## config.mk

```make
export PLATFORM = sky130hd
export DESIGN_NAME = thi_mac
export DESIGN_NICKNAME = d
export VERILOG_FILES = /design/src/rtl/thi_pkg.sv /design/src/rtl/thi_mac.sv
export SDC_FILE = /design/constraint.sdc
export NUM_CORES = 1
export LEC_CHECK = 0
export BUFFER_PORTS_ARGS = -buffer_cell sky130_fd_sc_hd__buf_2
export CORE_MARGIN = 5
export CORE_UTILIZATION = 50
export CTS_CLUSTER_SIZE = 28
export DETAILED_ROUTE_END_ITERATION = 6
export PLACE_DENSITY = 0.75
export SLEW_MARGIN = 15
export SYNTH_ARGS = -nofsm -noshare
export SYNTH_HDL_FRONTEND = slang
export SYNTH_SLANG_ARGS = --single-unit
```

## constraint.sdc

```tcl
create_clock -name clock -period 10.2 [get_ports clock]
set_clock_uncertainty 0.2 [all_clocks]
set_input_delay 3.06 -clock clock [delete_from_list [all_inputs] [get_ports clock]]
set_output_delay 3.06 -clock clock [all_outputs]
set_load 0.1 [all_outputs]
```

## src/rtl/thi_pkg.sv

```systemverilog
// shared types and constants of the triangle heightmap interpolator
// no dependencies; used by every rtl module by scoped names
`timescale 1ns / 1ps

package thi_pkg;

   // grid and field sizes
   localparam int GRID_SIDE_DEFAULT = 64;
   localparam int COORD_W  = 6;
   localparam int HEIGHT_W = 16;
   localparam int POS_W    = 16;
   localparam int SCALED_W = POS_W + COORD_W;
   localparam int WEIGHT_W = POS_W + 1;
   localparam int ACC_W    = 34;

   // request word layout, lowest bit first
   localparam int REQ_DATA_W = 64;
   localparam int VX_LSB = 0;
   localparam int VY_LSB = VX_LSB + COORD_W;
   localparam int VH_LSB = VY_LSB + COORD_W;
   localparam int PX_LSB = VH_LSB + HEIGHT_W;
   localparam int PY_LSB = PX_LSB + POS_W;

   localparam int RSP_DATA_W = 16;

   localparam logic [COORD_W-1:0] QPS_RESET = 6'd63;

   // request kinds carried on req_tuser
   localparam logic REQ_LOAD  = 1'b0;
   localparam logic REQ_QUERY = 1'b1;

   // control from the sequencer to the multiply-accumulate unit
   typedef struct packed {
      logic clear;
      logic mul_en;
      logic acc_en;
   } mac_ctl_type;

endpackage

```

## src/rtl/thi_mac.sv

```systemverilog
// weighted sum of three corner heights and truncation toward zero
// depends on thi_pkg for widths and the control struct
`timescale 1ns / 1ps

module thi_mac (
   input  logic                                 clock,
   input  thi_pkg::mac_ctl_type                 ctl,
   input  logic signed [thi_pkg::HEIGHT_W-1:0]  height,
   input  logic [thi_pkg::WEIGHT_W-1:0]         weight,
   output logic signed [thi_pkg::HEIGHT_W-1:0]  result
);

   localparam int AW = thi_pkg::ACC_W;

   logic signed [AW-1:0] prod_ff, prod_in;
   logic signed [AW-1:0] acc_ff, acc_in;
   logic signed [AW-1:0] shifted;
   logic                 round_up;

   // weight is unsigned, so give it a zero sign bit before the signed multiply
   assign prod_in = AW'(height) * AW'($signed({1'b0, weight}));

   always_comb begin
      acc_in = acc_ff;
      if (ctl.clear) begin
         acc_in = '0;
      end else if (ctl.acc_en) begin
         acc_in = acc_ff + prod_ff;
      end
   end

   always_ff @(posedge clock) begin
      if (ctl.mul_en) begin
         prod_ff <= prod_in;
      end
      acc_ff <= acc_in;
   end

   // divide by one in q16 with truncation toward zero
   assign shifted  = acc_ff >>> thi_pkg::POS_W;
   assign round_up = acc_ff[AW-1] && (acc_ff[thi_pkg::POS_W-1:0] != '0);
   assign result   = thi_pkg::HEIGHT_W'(shifted + AW'(round_up));

endmodule

```

==> metrics.md <==
| Metric | Value |
|---|---|
| Status | finished, final reports clean |
| Post-synth top cells | inv_1, fa_1, nand2_1 |
| Area leader, netlist | fa_1 |
| Hold_buf cts | 0 |
| Antenna violations before repair | 0 |
| Vias in the first global route | roughly 11,000 |
| Fin area | between 10,000 and 15,000 sq um |
| Max Fclk | 0.110 GHz |
| Drt pass-1 iters | 7 |
| Die area | a little over 30,000 sq um |
| Final Setup Violations | 0 |
| GRT overflow | 0 |
| RD Place Congestion | ~0.89 |
| Synth area leaders | fa_1, ha_1, edfxtp_1 |
| Row cnt | 60 |
| Area delta synth->final | 5.78% |
| CTS tree | built |
| Post-CTS Setup Inserts | 0 |
| Fin. max-slew vios | 0 |
| Crit Path Max Fanout | 17 |
| # H-tree levels | 3 |
| CP Data Required Time | between 10 and 15 ns |
| Dpl hpwl | about 24,000 um |
| Filler Cells Inserted | ~2,400 |
| Max-slew headroom | approximately 36% |
| Cell count after synthesis | ~1,500 |
| Antenna viol nets, final | 0 |
| Yosys top cell area share | a little under a third |
| Max-cap viol count | 0 |
| Post-synthesis register bit count | 68 |
| Via count | between 10,000 and 15,000 |
| Core Footprint | approximately 27,000 sq um |
| Clk slew on worst S/H paths | 0.06 ns |
| Util after Layout | a little over half |
| Worst-Skew Late Latency | roughly 0.33 ns |
| Worst-margin pin slew | roughly 0.96 ns |
| Startpoint Class | input pin |
| Root buffer cell | clkbuf_16 |
| Syn Area/Cell | 9.02 sq um |
| Async set or reset register ratio after synthesis | 0% |
| Share of cells above drive strength 1 | around 5.7% |
| Setup Total Neg Slack | 0 ns |
| Syn Nets | 1,901 |
| Minimum clock period | roughly 9.1 ns |
| Post-route DRC | 0 |
| Number of synthesis warnings | 0 |
| Initial core utilization | 50.4% |
| Largest net degree at the start of global routing | 46 |
| Final hold vios | 0 |
| Worst path arrival time | about 9 ns |
| Die width | 174 um |
| Post-synth EDFFs | 34 |
| Io pins | 53 |
| Vias per inst | approximately 5.4 |
| Total track usage | roughly 20% |
| Post-synth top flop | edfxtp_1 |
| Synth Cell Area | approximately 13,000 sq um |
| CTS resizes | 0 |
| RSZ-0062 raised after global routing | no |
| Most frequent cell after synthesis | inv_1 |
| WS Path Type | input pin to flip-flop |
| First-pass GRT wire length | about 52,000 um |
| Setup crit end kind | flip-flop |
| WL final | 29,700 um |
| Placed Area | roughly 14,000 sq um |
| Cell variety after synth | 67 |
| Wire per inst | between 15 and 20 um |
| Seq/Total Area, Yosys | ~13% |
| Worst Hold Class | flip-flop to flip-flop |
| Die height | between 150 and 200 um |
| Iteration-0 DRC Markers | approximately 580 |
| Port bufs | 52 |
| Maximum root-to-sink buffer count | 2 |
| Number of nets in the layout | roughly 1,900 |
| Clock Sinks | 68 |
| CTS Buf Count | 9 |
| Fin crit share | 88.9% |
| # diodes | 0 |
sequential cells by signal, summed over array words and instances, names as in the netlist:
register	count
acc_ff	34
prod_ff	34
critical path, cell delays in order:
cell	delay, ns
buf_2	0.29
nand2_1	0.14
fa_1	0.55
inv_1	0.05
fa_1	0.50
inv_1	0.06
fa_1	0.53
inv_1	0.05
fa_1	0.45
fa_1	0.49
inv_1	0.05
fa_1	0.47
inv_1	0.04
ha_1	0.34
and3_1	0.23
and2_1	0.18
o2bb2ai_1	0.14
a211oi_2	0.33
o21ai_1	0.18
a21oi_1	0.19
o21bai_1	0.12
a221oi_1	0.39
xnor2_1	0.10
metal layers:
layer,vias to the layer above,global-route usage [%],part of all wire (%)
li1,4788,-,-
met4,0,5.38,2.1
met3,50,2.72,6.4
met5,-,0,0
met1,4861,28.5,45
met2,325,33.6,46
cells by family after synthesis:
family	share of synthesized area, %
compound gates	10.5
flops	12.6
fa+ha+maj	45.7
simple gates	16.7
mux	1.49
xor+xnor	4.22
buf+inv	8.76
path summary, 6_finish.rpt:
path / from / endpoint / depth (start not counted) / slack, ns
max reg2reg: acc_ff[0] / acc_ff[28] / 12 / 6.81
min: acc_ff[9] / acc_ff[9] / 2 / 0.30
min reg2reg: acc_ff[9] / acc_ff[9] / 2 / 0.30
max: height[7] / prod_ff[26] / 23 / 1.14
layout by cell type, fill, tap and decap left out, types with 44 or more instances in the layout:
master and instances:
xnor2_1 44, and2_1 131, ha_1 159, buf_2 52
a21oi_1 53, fa_1 209, nand2_1 169, nor2_1 65
a21o_1 44, inv_1 259
area by class of cell:
cell class / count / area (sq um) / share of cell area, %
clock buffers: 9 / 225 / 1.58
repair buffers: 52 / 260 / 1.82
flip-flops and latches: 68 / 1700 / 11.9
multi-input cells: 1113 / 10600 / 74.3
inverters: 260 / 976 / 6.84
clock inverters: 7 / 75.1 / 0.526
well taps: 341 / 427 / 2.99
stage by stage:
step                hold slack (ns)  setup slack [ns]  cells
floorplan                     0.258              1.06   1496
global placement              0.280             0.999   1834
detailed placement            0.294             0.803   1834
CTS                           0.308              1.18   1850
global route                  0.326             0.885   1850
finish                        0.303              1.14   1850
Power is not shown: default switching activity piles up to over one toggle a cycle in this logic, so the estimate is an artifact.
